**src/hw/rtl/cnbc_pkg.sv**
```systemverilog
package cnbc_pkg;

   // Fixed layout of the request payload.
   localparam int CELL_COUNT   = 9;
   localparam int CELL_BITS    = 2 * CELL_COUNT;
   localparam int SYMBOLS      = 3;
   localparam int POS_IDX_BITS = 4;

   // Request codes on req_type.
   localparam logic [1:0] REQ_CLEAR    = 2'd0;
   localparam logic [1:0] REQ_TRAIN    = 2'd1;
   localparam logic [1:0] REQ_CLASSIFY = 2'd2;

   // Cell codes and the symbols they map to.
   localparam logic [1:0] CODE_X    = 2'd1;
   localparam logic [1:0] CODE_O    = 2'd2;
   localparam logic [1:0] SYM_BLANK = 2'd0;
   localparam logic [1:0] SYM_X     = 2'd1;
   localparam logic [1:0] SYM_O     = 2'd2;

   typedef enum logic [1:0] {
      OP_CLEAR,
      OP_TRAIN,
      OP_CLASSIFY
   } op_type;

   typedef struct packed {
      op_type               op;
      logic [CELL_BITS-1:0] cells;
      logic                 label;
   } cmd_type;

   typedef enum logic [2:0] {
      ST_IDLE,
      ST_TR_READ,
      ST_TR_WRITE,
      ST_CL_READ,
      ST_CL_LOAD,
      ST_MUL,
      ST_CMP
   } state_type;

   // Symbol at position k; positions past the cells field are blank.
   function automatic logic [1:0] cell_symbol(input logic [CELL_BITS-1:0] cells,
                                              input logic [POS_IDX_BITS-1:0] k);
      logic [1:0] code;
      logic [1:0] sym;
      code = 2'd0;
      if (k < POS_IDX_BITS'(CELL_COUNT)) begin
         code = cells[2*k +: 2];
      end
      if (code == CODE_X) begin
         sym = SYM_X;
      end else if (code == CODE_O) begin
         sym = SYM_O;
      end else begin
         sym = SYM_BLANK;
      end
      return sym;
   endfunction

endpackage

```
**src/hw/rtl/cnbc_ram.sv**
```systemverilog
module cnbc_ram #(
   parameter int WIDTH = 32,
   parameter int DEPTH = 27
) (
   input  logic                     clock,
   input  logic                     wr_en,
   input  logic [$clog2(DEPTH)-1:0] wr_addr,
   input  logic [WIDTH-1:0]         wr_data,
   input  logic                     rd_en,
   input  logic [$clog2(DEPTH)-1:0] rd_addr,
   output logic [WIDTH-1:0]         rd_data
);

   logic [WIDTH-1:0] mem_ff [DEPTH];
   logic [WIDTH-1:0] rd_data_ff;

   always_ff @(posedge clock) begin
      if (wr_en) begin
         mem_ff[wr_addr] <= wr_data;
      end
      if (rd_en) begin
         rd_data_ff <= mem_ff[rd_addr];
      end
   end

   assign rd_data = rd_data_ff;

endmodule

```
**src/hw/rtl/cnbc_front.sv**
```systemverilog
module cnbc_front (
   input  logic                     clock,
   input  logic                     reset,
   input  logic                     start,
   input  logic [1:0]               req_type,
   input  logic [17:0]              req_cells,
   input  logic                     req_label,
   output logic                     busy,
   output logic                     q_valid,
   output cnbc_pkg::cmd_type        q_cmd,
   input  logic                     q_pop
);

   import cnbc_pkg::*;

   localparam logic [1:0] QDEPTH = 2'd2;

   cmd_type    q_ff [2];
   cmd_type    q_in [2];
   logic       wr_ptr_ff, wr_ptr_in;
   logic       rd_ptr_ff, rd_ptr_in;
   logic [1:0] count_ff, count_in;
   cmd_type    decoded;
   logic       known;
   logic       push;

   always_comb begin
      decoded.cells = req_cells;
      decoded.label = req_label;
      decoded.op    = OP_CLEAR;
      known         = 1'b1;
      unique case (req_type)
         REQ_CLEAR:    decoded.op = OP_CLEAR;
         REQ_TRAIN:    decoded.op = OP_TRAIN;
         REQ_CLASSIFY: decoded.op = OP_CLASSIFY;
         default:      known = 1'b0;
      endcase
   end

   assign busy    = (count_ff == QDEPTH);
   assign q_valid = (count_ff != 2'd0);
   assign q_cmd   = q_ff[rd_ptr_ff];

   // An unused request code is accepted and dropped here.
   assign push = start && !busy && known;

   always_comb begin
      q_in      = q_ff;
      wr_ptr_in = wr_ptr_ff;
      rd_ptr_in = rd_ptr_ff;
      count_in  = count_ff;
      if (push) begin
         q_in[wr_ptr_ff] = decoded;
         wr_ptr_in       = !wr_ptr_ff;
      end
      if (q_pop) begin
         rd_ptr_in = !rd_ptr_ff;
      end
      if (push && !q_pop) begin
         count_in = count_ff + 2'd1;
      end else if (!push && q_pop) begin
         count_in = count_ff - 2'd1;
      end
   end

   always_ff @(posedge clock) begin
      q_ff <= q_in;
      if (reset) begin
         wr_ptr_ff <= 1'b0;
         rd_ptr_ff <= 1'b0;
         count_ff  <= 2'd0;
      end else begin
         wr_ptr_ff <= wr_ptr_in;
         rd_ptr_ff <= rd_ptr_in;
         count_ff  <= count_in;
      end
   end

endmodule

```
**src/hw/rtl/cnbc_back.sv**
```systemverilog
module cnbc_back #(
   parameter int POSITIONS  = 9,
   parameter int COUNT_BITS = 16
) (
   input  logic              clock,
   input  logic              reset,
   input  logic              q_valid,
   input  cnbc_pkg::cmd_type q_cmd,
   output logic              q_pop,
   output logic              rsp_valid,
   output logic              rsp_predicted,
   output logic              rsp_untrained
);

   import cnbc_pkg::*;

   localparam int CB    = COUNT_BITS;
   localparam int PB    = 2 * COUNT_BITS;
   localparam int LIMBS = 2 * POSITIONS - 1;
   localparam int DEPTH = POSITIONS * SYMBOLS;
   localparam int AW    = $clog2(DEPTH);
   localparam int PW    = $clog2(2 * POSITIONS);
   localparam int KW    = (POSITIONS > 1) ? $clog2(POSITIONS) : 1;
   localparam int SW    = (LIMBS > 1) ? $clog2(LIMBS) : 1;

   state_type        state_ff, state_in;
   cmd_type          cmd_ff, cmd_in;
   logic [PW-1:0]    pass_ff, pass_in;
   logic [SW-1:0]    step_ff, step_in;
   logic [CB-1:0]    class_ff [2];
   logic [CB-1:0]    class_in [2];
   logic [DEPTH-1:0] valid_ff, valid_in;
   logic             rvalid_ff, rvalid_in;
   logic [CB-1:0]    mpos_ff, mpos_in;
   logic [CB-1:0]    mneg_ff, mneg_in;
   logic [CB-1:0]    carry_pos_ff, carry_pos_in;
   logic [CB-1:0]    carry_neg_ff, carry_neg_in;
   logic [CB-1:0]    acc_pos_ff [LIMBS];
   logic [CB-1:0]    acc_pos_in [LIMBS];
   logic [CB-1:0]    acc_neg_ff [LIMBS];
   logic [CB-1:0]    acc_neg_in [LIMBS];
   logic             gt_ff, gt_in;
   logic             lt_ff, lt_in;
   logic             rsp_valid_ff, rsp_valid_in;
   logic             rsp_predicted_ff, rsp_predicted_in;
   logic             rsp_untrained_ff, rsp_untrained_in;

   logic [KW-1:0]    pos_idx;
   logic [1:0]       sym;
   logic [AW-1:0]    ram_addr;
   logic             ram_wr_en;
   logic             ram_rd_en;
   logic [PB-1:0]    ram_wr_data;
   logic [PB-1:0]    ram_rd_data;
   logic [PB-1:0]    entry;
   logic [PB-1:0]    prod_pos;
   logic [PB-1:0]    prod_neg;
   logic             cur_gt;
   logic             cur_lt;

   function automatic logic [CB-1:0] sat_inc(input logic [CB-1:0] v);
      return (&v) ? v : v + 1'b1;
   endfunction

   // Each entry holds the negative-class count in the low half and the
   // positive-class count in the high half.
   cnbc_ram #(
      .WIDTH(PB),
      .DEPTH(DEPTH)
   ) u_ram (
      .clock   (clock),
      .wr_en   (ram_wr_en),
      .wr_addr (ram_addr),
      .wr_data (ram_wr_data),
      .rd_en   (ram_rd_en),
      .rd_addr (ram_addr),
      .rd_data (ram_rd_data)
   );

   assign pos_idx  = pass_ff[KW-1:0];
   assign sym      = cell_symbol(cmd_ff.cells, POS_IDX_BITS'(pos_idx));
   assign ram_addr = AW'(pos_idx) * AW'(SYMBOLS) + AW'(sym);
   assign entry    = rvalid_ff ? ram_rd_data : '0;

   // One limb of each running product per cycle; the carry stays below 2^CB.
   assign prod_pos = PB'(acc_pos_ff[0]) * PB'(mpos_ff) + PB'(carry_pos_ff);
   assign prod_neg = PB'(acc_neg_ff[0]) * PB'(mneg_ff) + PB'(carry_neg_ff);

   assign cur_gt = acc_pos_ff[LIMBS-1] > acc_neg_ff[LIMBS-1];
   assign cur_lt = acc_pos_ff[LIMBS-1] < acc_neg_ff[LIMBS-1];

   always_comb begin
      state_in         = state_ff;
      cmd_in           = cmd_ff;
      pass_in          = pass_ff;
      step_in          = step_ff;
      class_in         = class_ff;
      valid_in         = valid_ff;
      rvalid_in        = rvalid_ff;
      mpos_in          = mpos_ff;
      mneg_in          = mneg_ff;
      carry_pos_in     = carry_pos_ff;
      carry_neg_in     = carry_neg_ff;
      acc_pos_in       = acc_pos_ff;
      acc_neg_in       = acc_neg_ff;
      gt_in            = gt_ff;
      lt_in            = lt_ff;
      rsp_valid_in     = 1'b0;
      rsp_predicted_in = rsp_predicted_ff;
      rsp_untrained_in = rsp_untrained_ff;
      q_pop            = 1'b0;
      ram_wr_en        = 1'b0;
      ram_rd_en        = 1'b0;
      ram_wr_data      = entry;

      unique case (state_ff)
         ST_IDLE: begin
            if (q_valid) begin
               q_pop   = 1'b1;
               cmd_in  = q_cmd;
               pass_in = '0;
               unique case (q_cmd.op)
                  OP_CLEAR: begin
                     valid_in    = '0;
                     class_in[0] = '0;
                     class_in[1] = '0;
                  end
                  OP_TRAIN: begin
                     class_in[q_cmd.label] = sat_inc(class_ff[q_cmd.label]);
                     state_in              = ST_TR_READ;
                  end
                  OP_CLASSIFY: begin
                     if (class_ff[0] == '0 || class_ff[1] == '0) begin
                        rsp_valid_in     = 1'b1;
                        rsp_predicted_in = 1'b0;
                        rsp_untrained_in = 1'b1;
                     end else begin
                        for (int i = 0; i < LIMBS; i++) begin
                           acc_pos_in[i] = (i == 0) ? CB'(1) : '0;
                           acc_neg_in[i] = (i == 0) ? CB'(1) : '0;
                        end
                        state_in = ST_CL_READ;
                     end
                  end
                  default: ;
               endcase
            end
         end

         ST_TR_READ: begin
            ram_rd_en = 1'b1;
            rvalid_in = valid_ff[ram_addr];
            state_in  = ST_TR_WRITE;
         end

         ST_TR_WRITE: begin
            if (cmd_ff.label) begin
               ram_wr_data[PB-1:CB] = sat_inc(entry[PB-1:CB]);
            end else begin
               ram_wr_data[CB-1:0] = sat_inc(entry[CB-1:0]);
            end
            ram_wr_en          = 1'b1;
            valid_in[ram_addr] = 1'b1;
            if (pass_ff == PW'(POSITIONS - 1)) begin
               state_in = ST_IDLE;
            end else begin
               pass_in  = pass_ff + 1'b1;
               state_in = ST_TR_READ;
            end
         end

         ST_CL_READ: begin
            ram_rd_en = 1'b1;
            rvalid_in = valid_ff[ram_addr];
            state_in  = ST_CL_LOAD;
         end

         ST_CL_LOAD: begin
            mpos_in      = entry[PB-1:CB];
            mneg_in      = entry[CB-1:0];
            step_in      = '0;
            carry_pos_in = '0;
            carry_neg_in = '0;
            state_in     = ST_MUL;
         end

         ST_MUL: begin
            // The product words rotate down one limb a cycle, so after a
            // full pass every limb is back in its place.
            for (int i = 0; i < LIMBS - 1; i++) begin
               acc_pos_in[i] = acc_pos_ff[i+1];
               acc_neg_in[i] = acc_neg_ff[i+1];
            end
            acc_pos_in[LIMBS-1] = prod_pos[CB-1:0];
            acc_neg_in[LIMBS-1] = prod_neg[CB-1:0];
            carry_pos_in        = prod_pos[PB-1:CB];
            carry_neg_in        = prod_neg[PB-1:CB];
            step_in             = step_ff + 1'b1;
            if (step_ff == SW'(LIMBS - 1)) begin
               step_in      = '0;
               carry_pos_in = '0;
               carry_neg_in = '0;
               if (pass_ff == PW'(2 * POSITIONS - 2)) begin
                  gt_in    = 1'b0;
                  lt_in    = 1'b0;
                  state_in = ST_CMP;
               end else begin
                  pass_in = pass_ff + 1'b1;
                  if (pass_ff < PW'(POSITIONS - 1)) begin
                     state_in = ST_CL_READ;
                  end else begin
                     // Prior terms: the positive side takes the negative
                     // sample count and the other way round.
                     mpos_in = class_ff[0];
                     mneg_in = class_ff[1];
                  end
               end
            end
         end

         ST_CMP: begin
            // Most significant limb first; the first difference decides.
            for (int i = LIMBS - 1; i > 0; i--) begin
               acc_pos_in[i] = acc_pos_ff[i-1];
               acc_neg_in[i] = acc_neg_ff[i-1];
            end
            step_in = step_ff + 1'b1;
            if (!gt_ff && !lt_ff) begin
               gt_in = cur_gt;
               lt_in = cur_lt;
            end
            if (step_ff == SW'(LIMBS - 1)) begin
               step_in          = '0;
               rsp_valid_in     = 1'b1;
               rsp_predicted_in = gt_ff || (!lt_ff && cur_gt);
               rsp_untrained_in = 1'b0;
               state_in         = ST_IDLE;
            end
         end

         default: state_in = ST_IDLE;
      endcase
   end

   always_ff @(posedge clock) begin
      cmd_ff           <= cmd_in;
      pass_ff          <= pass_in;
      step_ff          <= step_in;
      rvalid_ff        <= rvalid_in;
      mpos_ff          <= mpos_in;
      mneg_ff          <= mneg_in;
      carry_pos_ff     <= carry_pos_in;
      carry_neg_ff     <= carry_neg_in;
      acc_pos_ff       <= acc_pos_in;
      acc_neg_ff       <= acc_neg_in;
      gt_ff            <= gt_in;
      lt_ff            <= lt_in;
      rsp_predicted_ff <= rsp_predicted_in;
      rsp_untrained_ff <= rsp_untrained_in;
      if (reset) begin
         state_ff     <= ST_IDLE;
         class_ff[0]  <= '0;
         class_ff[1]  <= '0;
         valid_ff     <= '0;
         rsp_valid_ff <= 1'b0;
      end else begin
         state_ff     <= state_in;
         class_ff     <= class_in;
         valid_ff     <= valid_in;
         rsp_valid_ff <= rsp_valid_in;
      end
   end

   assign rsp_valid     = rsp_valid_ff;
   assign rsp_predicted = rsp_predicted_ff;
   assign rsp_untrained = rsp_untrained_ff;

endmodule

```
**src/hw/rtl/categorical_naive_bayes_classifier.sv**
```systemverilog
// Two-class categorical naive Bayes classifier. A request is taken when start
// is high and busy is low; it enters a two-beat command queue, and busy is
// high only while that queue is full. Clear and train (one read-modify-write
// of the count memory per position) give no result. Classify with either
// class untrained is answered as soon as the executor takes it, and its
// result shows in the next cycle. A trained classify builds both exact
// products with one COUNT_BITS x COUNT_BITS multiplier per class, one limb per
// cycle over 2*POSITIONS-1 limbs for each of the 2*POSITIONS-1 factors,
// followed by a limb-serial compare; its result is registered after the last
// compare step. The result is shown for one cycle with rsp_valid and cannot
// be held off by the receiver. No clearing pass is needed after reset.
module categorical_naive_bayes_classifier #(
   parameter int POSITIONS  = 9,
   parameter int COUNT_BITS = 16
) (
   input  logic        clock,
   input  logic        reset,
   input  logic        start,
   output logic        busy,
   input  logic [1:0]  req_type,
   input  logic [17:0] req_cells,
   input  logic        req_label,
   output logic        rsp_valid,
   output logic        rsp_predicted,
   output logic        rsp_untrained
);

   import cnbc_pkg::*;

   logic    q_valid;
   logic    q_pop;
   cmd_type q_cmd;

   cnbc_front u_front (
      .clock     (clock),
      .reset     (reset),
      .start     (start),
      .req_type  (req_type),
      .req_cells (req_cells),
      .req_label (req_label),
      .busy      (busy),
      .q_valid   (q_valid),
      .q_cmd     (q_cmd),
      .q_pop     (q_pop)
   );

   cnbc_back #(
      .POSITIONS  (POSITIONS),
      .COUNT_BITS (COUNT_BITS)
   ) u_back (
      .clock         (clock),
      .reset         (reset),
      .q_valid       (q_valid),
      .q_cmd         (q_cmd),
      .q_pop         (q_pop),
      .rsp_valid     (rsp_valid),
      .rsp_predicted (rsp_predicted),
      .rsp_untrained (rsp_untrained)
   );

endmodule

```
**config.mk**
```make
export PLATFORM = sky130hd
export DESIGN_NAME = categorical_naive_bayes_classifier
export DESIGN_NICKNAME = d
export VERILOG_FILES = /design/src/hw/rtl/cnbc_pkg.sv /design/src/hw/rtl/cnbc_ram.sv /design/src/hw/rtl/cnbc_front.sv /design/src/hw/rtl/cnbc_back.sv /design/src/hw/rtl/categorical_naive_bayes_classifier.sv
export SDC_FILE = /design/constraint.sdc
export NUM_CORES = 2
export LEC_CHECK = 0
export BUFFER_PORTS_ARGS = -buffer_cell sky130_fd_sc_hd__clkbuf_2
export CAP_MARGIN = 20
export CORE_MARGIN = 5
export CORE_UTILIZATION = 60
export DETAILED_ROUTE_END_ITERATION = 7
export GPL_TIMING_DRIVEN = 0
export PLACE_DENSITY = 0.82
export SLEW_MARGIN = 20
export SYNTH_ARGS = -nofsm -noshare
export SYNTH_HDL_FRONTEND = slang
export SYNTH_HIERARCHICAL = 1
export SYNTH_SLANG_ARGS = --single-unit
export TNS_END_PERCENT = 30
```
**constraint.sdc**
```tcl
create_clock -name clock -period 16.2 [get_ports clock]
set_input_delay 2.43 -clock clock [delete_from_list [all_inputs] [get_ports clock]]
set_output_delay 2.43 -clock clock [all_outputs]
set_load 0.05 [all_outputs]
```
======== After elaboration in Yosys (flattened, before gate mapping) ========
Memory sizes are Yosys's and may differ from the RTL's. A register that Yosys moved wholly into a read port is not among the register bits.
Index checks and enable logic that the tools add are counted.
storage, ports and cells
  output and inout port bits .............. 4
  flip-flop bits (word level) ............. 751
  RAM bits ................................ 864
  memories kept ........................... 1
  input port bits ......................... 24
  word-level logic and storage cells ...... 268
memory list
  name                 depth  bits a word  read ports  clocked after memory_dff  write ports  line            source
  u_back.u_ram.mem_ff  27     32           1           1                         1            cnbc_ram.sv:14  logic [WIDTH-1:0] mem_ff [DEPTH];
operators by class
  shift operators ......................... 1
  eq/ne operators ......................... 31
  $add $sub $neg .......................... 10
  muxes and demuxes ....................... 96
  reduce and logical (&&, ||, !) cells .... 50
  order comparisons ....................... 11
  multipliers ............................. 3
  bitwise logic cells ..................... 4
operators by type and width
  kind                     number
  $pmux W256 S3            2
  $mux W272                3
  $mux W16                 17
  $pmux W16 S2             6
  $mux W21                 4
  $add A32 B16 Y32         2
  $mul A16 B16 Y32         2
  $mux W32                 2
  $pmux W32 S2             1
  $mux W27                 2
  $pmux W27 S2             1
  $add A16 B1 Y16 const B  3
  $reduce_and A16 Y1       3
  $bwmux W42               1
  $bwmux W32               1
  $logic_not A16 Y1        2
  $or A27 B27 Y27          1
  $mux W1                  26
  $mux W5                  5
  $demux W21 S1            1
  $pmux W3 S7              1
  $mux W3                  6
  $reduce_bool A2 Y1       9
  $shiftx A18 B6 Y2        1
  47 further kinds         104

======== Logic depth before layout (Yosys ltp) ========
  depth in word-level cells ............... 12
  gate-level depth with buffers ........... 22
  gate-level depth less buffers ........... 21

======== Hierarchy ========
The synthesis kept the hierarchy.
modules (own cells, without submodules)
  module      seq. area each (µm²)  cells an instance  area each (µm²)  instances
  cnbc_back   20,539.7              4,280              48,328.9         1
  cnbc_ram    26,905.8              1,320              33,943.8         1
  cnbc_front  1,341.3               90                 1,742.9          1

======== Worst setup path after synthesis ========
OpenSTA, ideal clock, no wires.
  path type ............................... register to register
  from .................................... reg u_front.rd_ptr_ff
  to ...................................... reg u_back/acc_neg_ff[0] in the netlist's numbering, enable pin
  path slack .............................. 2.840 ns
  buffers on the path ..................... 2
  data required time ...................... 15.299 ns
  stages on the path, launching flop included .. 7
  data arrival time ....................... 12.459 ns
  period minus slack after synthesis ...... 13.360 ns
  setup time .............................. 0.901 ns
  cells stage by stage .................... dfxtp_1 -> buf_2 -> mux2_2 -> clkbuf_1 -> nand2b_1 -> or3_1 -> nand2_1
RTL lines
  what                      line              source
  start: declaration        cnbc_front.sv:21  logic rd_ptr_ff, rd_ptr_in;
  start signal: assignment  cnbc_front.sv:74  rd_ptr_ff <= rd_ptr_in;
  end signal: assignment    cnbc_back.sv:255  acc_neg_ff <= acc_neg_in;
  end: declaration          cnbc_back.sv:40   logic [CB-1:0] acc_neg_ff [LIMBS];

======== Worst setup path in the final report ========
  from .................................... reg u_back/acc_neg_ff[267] in the netlist's numbering
  to ...................................... reg u_back.carry_neg_ff[15] (data pin)
between the ends
  longest elaborated chain between the ends .. 4
ends and longest elaborated chain
  what                    line              source
  $mul A16 B16 Y32        cnbc_back.sv:87   assign prod_neg = PB'(acc_neg_ff[0]) * PB'(mneg_ff) + PB'(carry_neg_ff);
  $add A32 B16 Y32        cnbc_back.sv:87
  $mux W16                cnbc_back.sv:199  if (step_ff == SW'(LIMBS - 1)) begin
  $pmux W16 S2            cnbc_back.sv:116  unique case (state_ff)
  end signal: assignment  cnbc_back.sv:253  carry_neg_ff <= carry_neg_in;
  end: declaration        cnbc_back.sv:37   logic [CB-1:0] carry_neg_ff, carry_neg_in;
No other way between the ends.
A chain may end at the register's enable or synchronous reset.

==> results.cfg <==
[global_route]
grt_pass1_vias = 54700
antenna_found_initial = 8
grt_max_degree = 63
gr-usage-all-layers = 0.329
grtUsageMet2 = 0.554
use_met3 = 0.0679
grt.busiest_layer = met2
use_met1 = 0.393
grt_remaining_overflow = 0
grt_pass1_wl_mm = 356

[drt]
firstDrtPassIters = 6
final_antenna_net_count = 0
via_count = 53000
avgViaCountPerCell = 6.67
wl_per_cell_um = 30.3
drc = 0
drtIter0Drc = 7111
wl_mm = 241

[synthesis]
synth_edf_count = 1580
synth_area_leaders = edfxtp_1, fa_1, mux4_2, a22o_1, ha_1
synth_area_per_cell_um2 = 14.8
seq_area_frac_synth = 0.581
yosysWarnings = 6
syn-num-nets = 6382
synth_top_cells_by_count = edfxtp_1, inv_1, a22o_1
synth_area_um2 = 84000
yosysMostFrequentCell = edfxtp_1
synthCells = 5690
ys_types = 87
synthDominantCellAreaShare = 0.565
ys_async_sr_fraction = 0
synth_ff_type = edfxtp_1
yosys.area.top_type = edfxtp_1
ys_ff_latch = 1647

[timing]
report.final.hold_viol_count = 0
max_clock_freq_ghz = 0.137
skew_ns = 0.0801
hold_slack_ns = 0.488
setup_violations = 0
fin_crit_ns = 7.30
tns_ns = 0
rsz0062_at_grt = no
slew_violations = 0
slew_headroom = 0.142
period_share = 0.450
worstMarginPinSlew_ns = 1.29

[power]
p_per_area_nw_per_um2 = 188
vdd_ir_drop_max_mv = 0.268
power.leakage_nw = 34.0

[clock_tree]
h-tree-depth = 4
cts_buffer_depth = 3
cts_tree = built
cts_resized = 0
cts.hold.buffers_added = 0
cts_setup_buffers = 0
clk_pin_slew_worst_paths_ns = 0.07
cts_buffers = 158
insertion_delay_ns = 0.84
cts_root_buf = clkbuf_16
clock-sinks = 1647

[floorplan]
dieArea_um2 = 148000
ioPinCount = 28
core_area_um2 = 139000
die_y_um = 384
start_util = 0.603
core.rowCount = 137
die_w_um = 384

[placed_design]
place_congestion = 0.942
portBuffers = 27
dp_hpwl_mm = 162

[run]
drv_cap = 0

[worst_setup_path]
worst-path-max-fanout = 10
path_class = reg -> reg
start_kind = flop
cp_data_required_time_ns = 16.72
end_kind = flop
critPathArrivalTime_ns = 7.82

[min_path]
hold_path_class = reg -> reg

[cells_and_area]
fill_cells = 8766
area_growth_syn_to_layout_pct = 11.2
drive_above_1_share = 0.131
finalNetCount = 6634

[outcome]
status = finished clean
[worst paths after layout]
check / cells after the start / startpoint / end / slack, ns
worst max-delay path: 20 / u_back/acc_neg_ff[267] / u_back/carry_neg_ff[15] / 8.90
worst max register to register: 20 / u_back/acc_neg_ff[267] / u_back/carry_neg_ff[15] / 8.90
worst min register to register: 2 / u_back/valid_ff[26] / u_back/valid_ff[26] / 0.49
worst min-delay path: 2 / u_back/valid_ff[26] / u_back/valid_ff[26] / 0.49
[flip-flops by register name (all words and copies together), names as in the netlist, 19 cells and up]
name / cells
u_back/class_ff: 32
u_back/cmd_ff: 19
u_back/u_ram/rd_data: 32
u_back/acc_pos_ff: 272
u_back/acc_neg_ff: 272
u_back/u_ram/mem_ff: 864
u_front/q_ff: 42
u_back/valid_ff: 27
[cells by family (layout without fill, tap and decap cells)]
logic type,after synthesis,count (layout),synth area share
simple gates,1136,1136,0.0661
xor+xnor,91,91,0.00949
mux,386,386,0.0872
buf+inv,927,1306,0.0431
compound gates,835,835,0.0762
flops,1647,1647,0.581
other cells,0,2,0
fa+ha+maj,668,668,0.137
[through the flow]
| step | cells | setup slack [ns] | instance area (um^2) | total power [mW] | util |
|---|---|---|---|---|---|
| 2_1_floorplan | 5690 | 2.84 | 84000 | 10.8 | - |
| 3_3_place_gp | 7593 | -1.48 | 86500 | 12.9 | 0.621 |
| 3_5_place_dp | 7657 | 9.05 | 88300 | 13.4 | 0.634 |
| 4_1_cts | 7944 | 8.98 | 93400 | 17.4 | 0.670 |
| 5_1_grt | 7945 | 8.63 | 93400 | 18.1 | 0.670 |
| 6_report | 7947 | 8.90 | 93400 | 17.6 | 0.671 |
[placed cells by master (no fill, tap or decap), types with 95 or more instances in the layout]
cell and count:
fa_1 422, o21ai_0 125, edfxtp_1 1580, a22o_1 491, nor2_1 112, mux4_2 267, nand2_1 476, inv_1 626
a21oi_1 102, clkbuf_1 293, and2_1 249, clkbuf_16 158, mux2_2 95, ha_1 246
[critical path, cell delays in order (launching register included)]
cell and delay (ns):
edfxtp_1 0.66, clkbuf_1 0.55, nand2_1 0.17, fa_1 0.56, fa_1 0.49, fa_1 0.54
inv_1 0.05, fa_1 0.53, fa_1 0.50, inv_1 0.05, fa_1 0.48, inv_1 0.04
ha_1 0.26, clkbuf_1 0.30, nand2_1 0.14, a211oi_1 0.20, a21oi_1 0.22, o31ai_1 0.70
a41oi_1 0.23, xnor2_1 0.25, nor2_1 0.06
[power breakdown]
part / total [mW] / switching [mW] / leakage, nW / internal [mW]
combinational: 8.56 / 5.00 / 17.0 / 3.56
clock: 3.68 / 1.69 / 2.44 / 1.99
sequential: 5.31 / 0.140 / 14.6 / 5.17
[cell type report]
cell class                      count  area [um^2]  share of cell area
Clock inverter                     82          931             0.00996
Tap cell                         1876         2350              0.0251
Sequential cell                  1647        48800               0.522
Multi-Input combinational cell   3116        32000               0.343
Timing Repair Buffer               92         1580              0.0169
Inverter                          627         2350              0.0252
Clock buffer                      205         4160              0.0445
Antenna cell                        2         5.00           0.0000536
Buffer                            300         1270              0.0136
[metal layers]
| metal | share of wire | up-vias |
|---|---|---|
| met5 | 0.00022 | - |
| met4 | 0.076 | 8 |
| met3 | 0.10 | 1073 |
| met2 | 0.49 | 3924 |
| met1 | 0.33 | 26700 |
| li1 | - | 21400 |
Power figures use the tool's default switching activity.
